--- src/rtl/dnsle_pkg.sv ---
// Package of the DNS name label encoder: payload types, codes and constants.
// No dependencies; used by every module of the block.
package dnsle_pkg;

	localparam int LABEL_MAX = 62;
	localparam int CNT_W = 6;

	localparam logic [7:0] DOT_CHAR = 8'h2E;
	localparam logic [7:0] TERMINATOR = 8'h00;

	localparam logic OP_CHAR = 1'b0;
	localparam logic OP_END = 1'b1;

	typedef struct packed {
		logic op;
		logic [7:0] char_in;
	} req_t;

	typedef struct packed {
		logic [7:0] out_byte;
		logic last;
		logic label_too_long;
	} rsp_t;

	typedef enum logic [1:0] {
		EMIT_NONE,
		EMIT_LEN,
		EMIT_CHR,
		EMIT_TERM
	} emit_t;

	typedef struct packed {
		logic store;
		logic close;
		emit_t emit;
	} cmd_t;

	typedef struct packed {
		logic is_close;
		logic len_zero;
		logic idx_last;
		logic is_end;
		logic out_free;
	} status_t;

endpackage

--- src/rtl/dnsle_ctrl.sv ---
// Controller state machine of the DNS name label encoder.
// Depends on dnsle_pkg; drives the datapath through cmd_t and reads status_t.
module dnsle_ctrl
	import dnsle_pkg::*;
(
	input logic clk,
	input logic arst_n,
	input logic req_valid,
	output logic req_stall,
	input status_t status,
	output cmd_t cmd
);

	typedef enum logic [3:0] {
		ST_IDLE = 4'b0001,
		ST_LEN = 4'b0010,
		ST_CHR = 4'b0100,
		ST_TERM = 4'b1000
	} state_t;

	state_t state_q;
	state_t state_d;

	always_comb begin
		state_d = state_q;
		cmd = '{store: 1'b0, close: 1'b0, emit: EMIT_NONE};
		req_stall = 1'b1;
		case (state_q)
			ST_IDLE: begin
				req_stall = 1'b0;
				if (req_valid) begin
					if (status.is_close) begin
						cmd.close = 1'b1;
						state_d = ST_LEN;
					end else begin
						cmd.store = 1'b1;
					end
				end
			end
			ST_LEN: begin
				if (status.out_free) begin
					cmd.emit = EMIT_LEN;
					if (!status.len_zero) begin
						state_d = ST_CHR;
					end else if (status.is_end) begin
						state_d = ST_TERM;
					end else begin
						state_d = ST_IDLE;
					end
				end
			end
			ST_CHR: begin
				if (status.out_free) begin
					cmd.emit = EMIT_CHR;
					if (status.idx_last) begin
						state_d = status.is_end ? ST_TERM : ST_IDLE;
					end
				end
			end
			ST_TERM: begin
				if (status.out_free) begin
					cmd.emit = EMIT_TERM;
					state_d = ST_IDLE;
				end
			end
			default: begin
				state_d = ST_IDLE;
			end
		endcase
	end

	always_ff @(posedge clk or negedge arst_n) begin
		if (!arst_n) begin
			state_q <= ST_IDLE;
		end else begin
			state_q <= state_d;
		end
	end

endmodule

--- src/rtl/dnsle_datapath.sv ---
// Datapath of the DNS name label encoder: label store, counters and output register.
// Depends on dnsle_pkg; takes cmd_t from the controller and reports status_t.
module dnsle_datapath
	import dnsle_pkg::*;
(
	input logic clk,
	input logic arst_n,
	input req_t req,
	input cmd_t cmd,
	output status_t status,
	output logic rsp_valid,
	input logic rsp_stall,
	output rsp_t rsp
);

	logic [7:0] mem [LABEL_MAX];
	logic [7:0] rd_q;
	logic [CNT_W-1:0] count_q;
	logic [CNT_W-1:0] len_q;
	logic [CNT_W-1:0] idx_q;
	logic [CNT_W-1:0] idx_d;
	logic end_q;
	logic ovf_q;
	logic ov_q;
	rsp_t ob_q;
	logic idx_last;
	logic len_zero;

	assign len_zero = (len_q == '0);
	assign idx_last = ((idx_q + CNT_W'(1)) == len_q);

	assign status.is_close = (req.op == OP_END) || (req.char_in == DOT_CHAR);
	assign status.len_zero = len_zero;
	assign status.idx_last = idx_last;
	assign status.is_end = end_q;
	assign status.out_free = !ov_q || !rsp_stall;

	// The read address follows the next index, so rd_q always holds the entry at idx_q.
	always_comb begin
		idx_d = idx_q;
		if (cmd.close) begin
			idx_d = '0;
		end else if (cmd.emit == EMIT_CHR && !idx_last) begin
			idx_d = idx_q + CNT_W'(1);
		end
	end

	always_ff @(posedge clk) begin
		if (cmd.store && (count_q < CNT_W'(LABEL_MAX))) begin
			mem[count_q] <= req.char_in;
		end
		rd_q <= mem[idx_d];
	end

	always_ff @(posedge clk or negedge arst_n) begin
		if (!arst_n) begin
			count_q <= '0;
			len_q <= '0;
			idx_q <= '0;
			end_q <= 1'b0;
			ovf_q <= 1'b0;
		end else begin
			idx_q <= idx_d;
			if (cmd.store) begin
				if (count_q < CNT_W'(LABEL_MAX)) begin
					count_q <= count_q + CNT_W'(1);
				end else begin
					ovf_q <= 1'b1;
				end
			end
			if (cmd.close) begin
				len_q <= count_q;
				count_q <= '0;
				end_q <= (req.op == OP_END);
			end
			if (cmd.emit == EMIT_TERM) begin
				ovf_q <= 1'b0;
			end
		end
	end

	always_ff @(posedge clk or negedge arst_n) begin
		if (!arst_n) begin
			ov_q <= 1'b0;
		end else if (cmd.emit != EMIT_NONE) begin
			ov_q <= 1'b1;
		end else if (!rsp_stall) begin
			ov_q <= 1'b0;
		end
	end

	always_ff @(posedge clk) begin
		case (cmd.emit)
			EMIT_LEN: begin
				ob_q <= '{out_byte: {{(8-CNT_W){1'b0}}, len_q},
					last: !end_q && len_zero, label_too_long: ovf_q};
			end
			EMIT_CHR: begin
				ob_q <= '{out_byte: rd_q, last: !end_q && idx_last, label_too_long: ovf_q};
			end
			EMIT_TERM: begin
				ob_q <= '{out_byte: TERMINATOR, last: 1'b1, label_too_long: ovf_q};
			end
			default: begin
				ob_q <= ob_q;
			end
		endcase
	end

	assign rsp_valid = ov_q;
	assign rsp = ob_q;

endmodule

--- src/rtl/dns_name_label_encoder_core.sv ---
// Top level of the DNS name label encoder; joins dnsle_ctrl and dnsle_datapath.
// Depends on dnsle_pkg.
//
// A host name character is taken into a 62-entry label store; characters beyond the
// store's depth are dropped and flag the rest of the name. A dot or an end-of-name
// transaction, once taken, produces its run of 1 + n bytes (2 + n for end of name) at
// one byte per cycle from the output register while the result side does not stall.
// No request is taken while a run is being produced; the single read port of the label
// store and the one-byte output register set this limit.
module dns_name_label_encoder_core
	import dnsle_pkg::*;
(
	input logic clk,
	input logic arst_n,
	input logic req_valid,
	output logic req_stall,
	input req_t req,
	output logic rsp_valid,
	input logic rsp_stall,
	output rsp_t rsp
);

	cmd_t cmd;
	status_t status;

	dnsle_ctrl u_ctrl (
		.clk(clk),
		.arst_n(arst_n),
		.req_valid(req_valid),
		.req_stall(req_stall),
		.status(status),
		.cmd(cmd)
	);

	dnsle_datapath u_datapath (
		.clk(clk),
		.arst_n(arst_n),
		.req(req),
		.cmd(cmd),
		.status(status),
		.rsp_valid(rsp_valid),
		.rsp_stall(rsp_stall),
		.rsp(rsp)
	);

endmodule

--- config.mk ---
export PLATFORM = sky130hd
export DESIGN_NAME = dns_name_label_encoder_core
export DESIGN_NICKNAME = d
export VERILOG_FILES = /design/src/rtl/dnsle_pkg.sv /design/src/rtl/dnsle_ctrl.sv /design/src/rtl/dnsle_datapath.sv /design/src/rtl/dns_name_label_encoder_core.sv
export SDC_FILE = /design/constraint.sdc
export NUM_CORES = 1
export LEC_CHECK = 0
export BUFFER_PORTS_ARGS = -buffer_cell sky130_fd_sc_hd__buf_2
export CAP_MARGIN = 10
export CORE_ASPECT_RATIO = 0.9
export CORE_MARGIN = 4
export CORE_UTILIZATION = 50
export DETAILED_ROUTE_END_ITERATION = 8
export PLACE_DENSITY = 0.72
export SYNTH_ARGS = -nofsm -noshare
export SYNTH_HDL_FRONTEND = slang
export SYNTH_HIERARCHICAL = 1
export SYNTH_SLANG_ARGS = --single-unit
--- constraint.sdc ---
create_clock -name clk -period 3.9 [get_ports clk]
set_input_delay 0.39 -clock clk [delete_from_list [all_inputs] [get_ports clk]]
set_output_delay 0.39 -clock clk [all_outputs]
set_load 0.02 [all_outputs]
==> results of run 1 <==
[where the power goes]
group | total (µW) | switching, µW | internal, µW
clock | 4960 | 2080 | 2870
combinational | 2400 | 1630 | 775
sequential | 6660 | 168 | 6490
[worst paths after layout]
check,from,endpoint,slack (ns),cells after the start
min,req[8],u_datapath/end_q,0.05,2
min in group asynchronous,arst_n,u_datapath/rsp_valid,0.34,2
max reg2reg,u_datapath/idx_q[1],u_datapath/rd_q[1],0.16,12
max,u_datapath/idx_q[1],u_datapath/rd_q[1],0.16,12
max in group asynchronous,arst_n,u_datapath/count_q[3],3.17,2
min reg2reg,u_datapath/ovf_q,u_datapath/rsp[0],0.48,0
[sequential cells by signal, indices dropped and copies added, names as in the netlist]
signal,flops
u_datapath/ovf_q,1
u_datapath/rd_q,8
u_ctrl/state_q,4
u_datapath/count_q,6
u_datapath/len_q,6
u_datapath/mem,496
u_datapath/idx_q,6
u_datapath/rsp,10
u_datapath/end_q,1
u_datapath/rsp_valid,1
[layout by cell type, fill, tap and decap left out, drive strengths merged, types with 10 or more instances in the layout]
cell and n:
clkinv 21, o21ai 34, and3 12, a32o 14, nand2 348, a311oi 14, mux2i 42, a31oi 20
edfxtp 506, dfrtp 24, xnor2 11, clkbuf 66, a221oi 15, inv 17, a21oi 42, buf 109
nand3 128, o211ai 26, nor2b 13, mux4 16, nor2 104, nor3 30, nand4 10
[area by class of cell]
cell class	instances	area, µm²	share of cell area, %
clock buffers	66	1410	5.60
clock inverters	29	269	1.07
inverters	18	70.1	0.279
multi-input cells	983	5750	22.9
flip-flops and latches	539	16000	63.6
well taps	600	751	2.99
repair buffers	110	893	3.56
[routing by layer]
| metal | up-vias | global-route usage, % |
|---|---|---|
| li1 | 6245 | - |
| met1 | 7072 | 36.1 |
| met2 | 826 | 34.6 |
| met3 | 130 | 6.08 |
| met4 | 0 | 7.78 |
| met5 | - | 0 |
[synthesized netlist by cell type, types with 12 or more instances]
cell	number
nand3_1	127
o211ai_1	25
mux4_2	16
nor2_1	99
mux2i_1	41
a31oi_1	18
nor2b_1	12
nand2_1	348
a21oi_1	40
a311oi_1	12
edfxtp_1	506
o21ai_0	31
nor3_1	29
a32o_1	14
a221oi_1	15
inv_1	14
buf_4	12
clkbuf_1	38
dfrtp_1	24
buf_2	39
[repair_timing]
action                                  4_1_cts  5_1_grt
hold buffers                                  1        0
buffers inserted                              0        0
endpoints found under the hold margin        24        0
resized for setup                             0        3
endpoints found under the setup margin        0        6
[cell families (layout without fill, tap and decap cells)]
logic type | Yosys count | after routing | synth area share, %
buf+inv | 118 | 223 | 2.55
mux | 61 | 61 | 3.73
xor+xnor | 20 | 20 | 0.888
fa+ha+maj | 2 | 2 | 0.112
compound gates | 215 | 215 | 7.16
flops | 539 | 539 | 71.8
simple gates | 685 | 685 | 13.7
[worst max-delay path, cell delays in order (launching register included)]
cell      delay (ns)
dfrtp_1         0.48
ha_2            0.30
or3b_1          0.36
o211ai_1        0.10
a31o_2          0.32
a31o_2          0.28
a21oi_4         0.10
inv_4           0.16
buf_12          0.21
mux4_2          0.57
o211ai_1        0.25
o211ai_1        0.27
o211a_1         0.21
[stage by stage]
stage	area [µm²]	hold WS [ns]	worst slack [ns]	utilization (%)	total power, µW
floorplan	22300	0.0944	0.479	-	8180
CTS	25100	0.0287	0.169	56.9	14000
detailed placement	23400	0.428	0.0180	53.1	9120
finish	25100	0.0550	0.157	56.9	14000
global route	25100	0.0413	0.00348	56.9	14500
global placement	23400	0.415	0.0596	53.1	9080
==> results.toml, run 1 <==
[run_status]
status = "finished clean"

[grt]
overflow = 0
antenna_found_initial = 0
grt_pass1_wl_um = 86800
grt_pass1_vias = 13700
grt_max_degree = 83
track_usage_pct = 24.0

[finish]
drive_gt1_share_pct = 14.0
n_fill_cell = 3442
nets = 1719
stdcell_count = 2345
diodes = 0
syn2layout_area_growth_pct = 12.9

[timing]
tns_ns = 0
finalCriticalPeriod_ns = 3.74
hold_viol = 0
fin_crit_sh_pct = 96.0
slew_viol_final = 0
finalClockSkew_ns = 0.0155
worst_slew_pin_slew_ns = 1.04
setup_violations = 0
max_freq_mhz = 267
grt_setup_unrepaired = "no"
relSlewSlack_pct = 30.4

[logic_synthesis]
ys_warn_count = 6
synth_top_area_share_pct = 68.3
mappedNetlistArea_um2 = 22300
syn-num-nets = 1655
yosysTopAreaCell = "edfxtp_1"
ys_ff_latch = 539
synthArstFlopShare_pct = 4.64
ys_dominant_reg_cell = "edfxtp_1"
syn_inst = 1640
synthTopCellsByArea = "edfxtp_1, nand2_1, nand3_1, dfrtp_1, mux2i_1"
avgSynthCellArea_um2 = 13.6
ys_seq_area_share_pct = 71.8
synth_cell_type_count = 81
synth_enable_flop_cells = 506

[routing]
wl_per_cell_um = 24.8
wl_um = 58000
drt_drc_violations_left = 0
via_count = 14300
final_antenna_net_count = 0
met1_length_um = 24000
route.met2.wl_um = 25200
maxUsedRoutingLayer = "met4"
avgViaCountPerCell = 6.09
dr.pass1.iters = 5
wl_met3_um = 6770
drt-initial-drc-count = 1910

[worst_setup_path]
crit_path_end_kind = "flop"
crit_fanout = 25
cp_data_arrival_time_ns = 4.23
crit_required_ns = 4.39
critical_path_class = "flop to flop"
cp-start-kind = "flop"

[die]
io_pins = 25
die_w_um = 230
core_area_um2 = 44100
std_cell_rows = 73
die_height_um = 208
initial_utilization_pct = 50.4
die_area_um2 = 48000

[place]
io_buffers = 24
gp_congestion = 0.934
placed_cells = 2249
dp_hpwl_um = 37200

[cts]
root_buffer = "clkbuf_16"
clockBufferDepth = 3
clock_sinks = 539
htree_levels = 2
cts_buffers = 52
cts_tree = "built"
clk_pin_slew_ns = 0.07
insertion_delay_ns = 0.59

[run]
cap_violations = 0

[pwr]
p_leak_uw = 0.00859
power_density_nw_per_um2 = 558
peakVddDrop_mv = 0.342

[min_path]
hp-class = "input port to flop"
Note: power is estimated with default switching activity, not from simulation.
==> run 2, diff against run 1 <==
CTS_BUF_LIST = sky130_fd_sc_hd__clkbuf_4 sky130_fd_sc_hd__clkbuf_8   (was unset)
==> results.toml, run 2 (synthesis gave the netlist of run 1 again) <==
[run_status]
status = "finished clean"

[timing]
hold_viol = 0
finalCriticalPeriod_ns = 3.76
relSlewSlack_pct = 32.1
fin_crit_sh_pct = 96.4
tns_ns = 0
setup_violations = 0
finalClockSkew_ns = 0.0299
slew_viol_final = 0
max_freq_mhz = 266
fin_hold_ws_ns = 0.134
grt_setup_unrepaired = "no"
worst_slew_pin_slew_ns = 1.02

[routing]
drt_drc_violations_left = 0
drt-initial-drc-count = 1948
wl_um = 58500
via_count = 14500
avgViaCountPerCell = 6.03
dr.pass1.iters = 6
wl_per_cell_um = 24.3
final_antenna_net_count = 0

[worst_setup_path]
crit_fanout = 8
crit_path_end_kind = "flop"
cp_data_arrival_time_ns = 4.30
r2r_end = "u_datapath/rd_q[3]"
crit_required_ns = 4.44
r2r_cells = 13
timing.rr.start = "u_datapath/idx_q[1]"
critical_path_class = "flop to flop"
cp-start-kind = "flop"
rrSetupSlack_ns = 0.14

[pwr]
power_density_nw_per_um2 = 549
p_comb_share_pct = 17.4
sw_frac_of_total_pct = 28.7
pwr-share-clk_pct = 34.3
peakVddDrop_mv = 0.297
p_leak_uw = 0.00868
switching_power_uw = 3960
power_frac_seq_pct = 48.2
p_int_uw = 9860

[die]
std_cell_rows = 73
die_area_um2 = 48000
core_area_um2 = 44100
initial_utilization_pct = 50.4
die_w_um = 230
die_height_um = 208
io_pins = 25

[cts]
cts_buffers = 84
cts_setup_buffers = 0
clockBufferDepth = 3
clk_pin_slew_ns = 0.06
clock_sinks = 539
cts_tree = "built"
root_buffer = "clkbuf_8"
insertion_delay_ns = 0.66
htree_levels = 3

[finish]
largest_reg_flops = 496
diodes = 0
syn2layout_area_growth_pct = 13.0
top_register = "u_datapath/mem"
drive_gt1_share_pct = 16.7
layout_common_cells = "edfxtp_1, nand2_1, nand3_1, nor2_1, clkbuf_8"
nets = 1753
final_common_cell = "edfxtp_1"
n_fill_cell = 3457

[run]
cap_violations = 0

[grt]
overflow = 0
grt_pass1_vias = 13900
grt_max_degree = 83
track_usage_pct = 24.2
antenna_found_initial = 0
grt_pass1_wl_um = 87700

[place]
io_buffers = 24
gp_congestion = 0.934
dp_hpwl_um = 37200

[min_path]
hold_path_depth = 1
hold_end = "u_datapath/mem[52][3]"
min_from = "req[3]"
hp-class = "input port to flop"
-- run 2: area by class of cell --
type | count | area, µm² | area share, %
inverter | 18 | 70.1 | 0.279
clock inverter | 35 | 259 | 1.03
tap | 600 | 751 | 2.98
sequential | 539 | 16000 | 63.5
multi-input combinational | 983 | 5750 | 22.9
timing repair buffer | 112 | 913 | 3.63
clock buffer | 116 | 1430 | 5.68
-- run 2: worst max-delay path by stage --
stage	startpoint	end	depth (start not counted)
floorplan	u_datapath/rsp_valid	u_datapath/rd_q[5]	15
global placement	req[1]	u_datapath/rd_q[2]	14
detailed placement	req[1]	u_datapath/rd_q[1]	14
CTS	req[0]	u_datapath/rd_q[1]	15
global route	u_datapath/idx_q[1]	u_datapath/rd_q[0]	12
finish	u_datapath/idx_q[1]	u_datapath/rd_q[3]	13
-- run 2: critical path: stages, from the launching register on --
cell      delay [ns]
dfrtp_1         0.48
ha_2            0.30
or3b_1          0.36
o211ai_1        0.10
a31o_2          0.32
a31o_2          0.28
buf_4           0.19
a21oi_1         0.05
o32ai_1         0.29
nand2_1         0.31
a311oi_1        0.32
buf_4           0.17
o211ai_1        0.23
o211a_1         0.22
-- run 2: repair_timing --
| item | CTS | global route |
|---|---|---|
| endpoints found under the setup margin | 0 | 7 |
| gates resized for setup | 0 | 3 |
| endpoints found under the hold margin | 26 | 0 |
| hold buffers | 3 | 0 |
-- run 2: per-layer routing --
| layer | track usage [%] | vias up | wire, µm |
|---|---|---|---|
| li1 | - | 6334 | - |
| met1 | 36.2 | 7133 | 24300 |
| met2 | 35.0 | 905 | 25600 |
| met3 | 6.42 | 118 | 6830 |
| met4 | 7.76 | 0 | 1710 |
| met5 | 0 | - | 0 |
-- run 2: power by group through the flow --
stage | Combinational [µW] | Clock, µW | Sequential [µW]
6_report | 2410 | 4740 | 6670
5_1_grt | 2560 | 5110 | 6680
4_1_cts | 2360 | 4830 | 6650
3_5_place_dp | 2350 | 0 | 6770
3_3_place_gp | 2310 | 0 | 6770
2_1_floorplan | 1500 | 0 | 6680
-- run 2: stage by stage --
stage | area, µm² | setup slack (ns) | power [µW] | utilization [%] | cells
after floorplan | 22300 | 0.479 | 8180 | - | 1640
after global placement | 23400 | 0.0596 | 9080 | 53.1 | 2249
after detailed placement | 23400 | 0.0180 | 9120 | 53.1 | 2249
after CTS | 25100 | 0.140 | 13800 | 57.0 | 2403
after global routing | 25200 | 0.00253 | 14300 | 57.0 | 2403
final | 25200 | 0.138 | 13800 | 57.0 | 2403
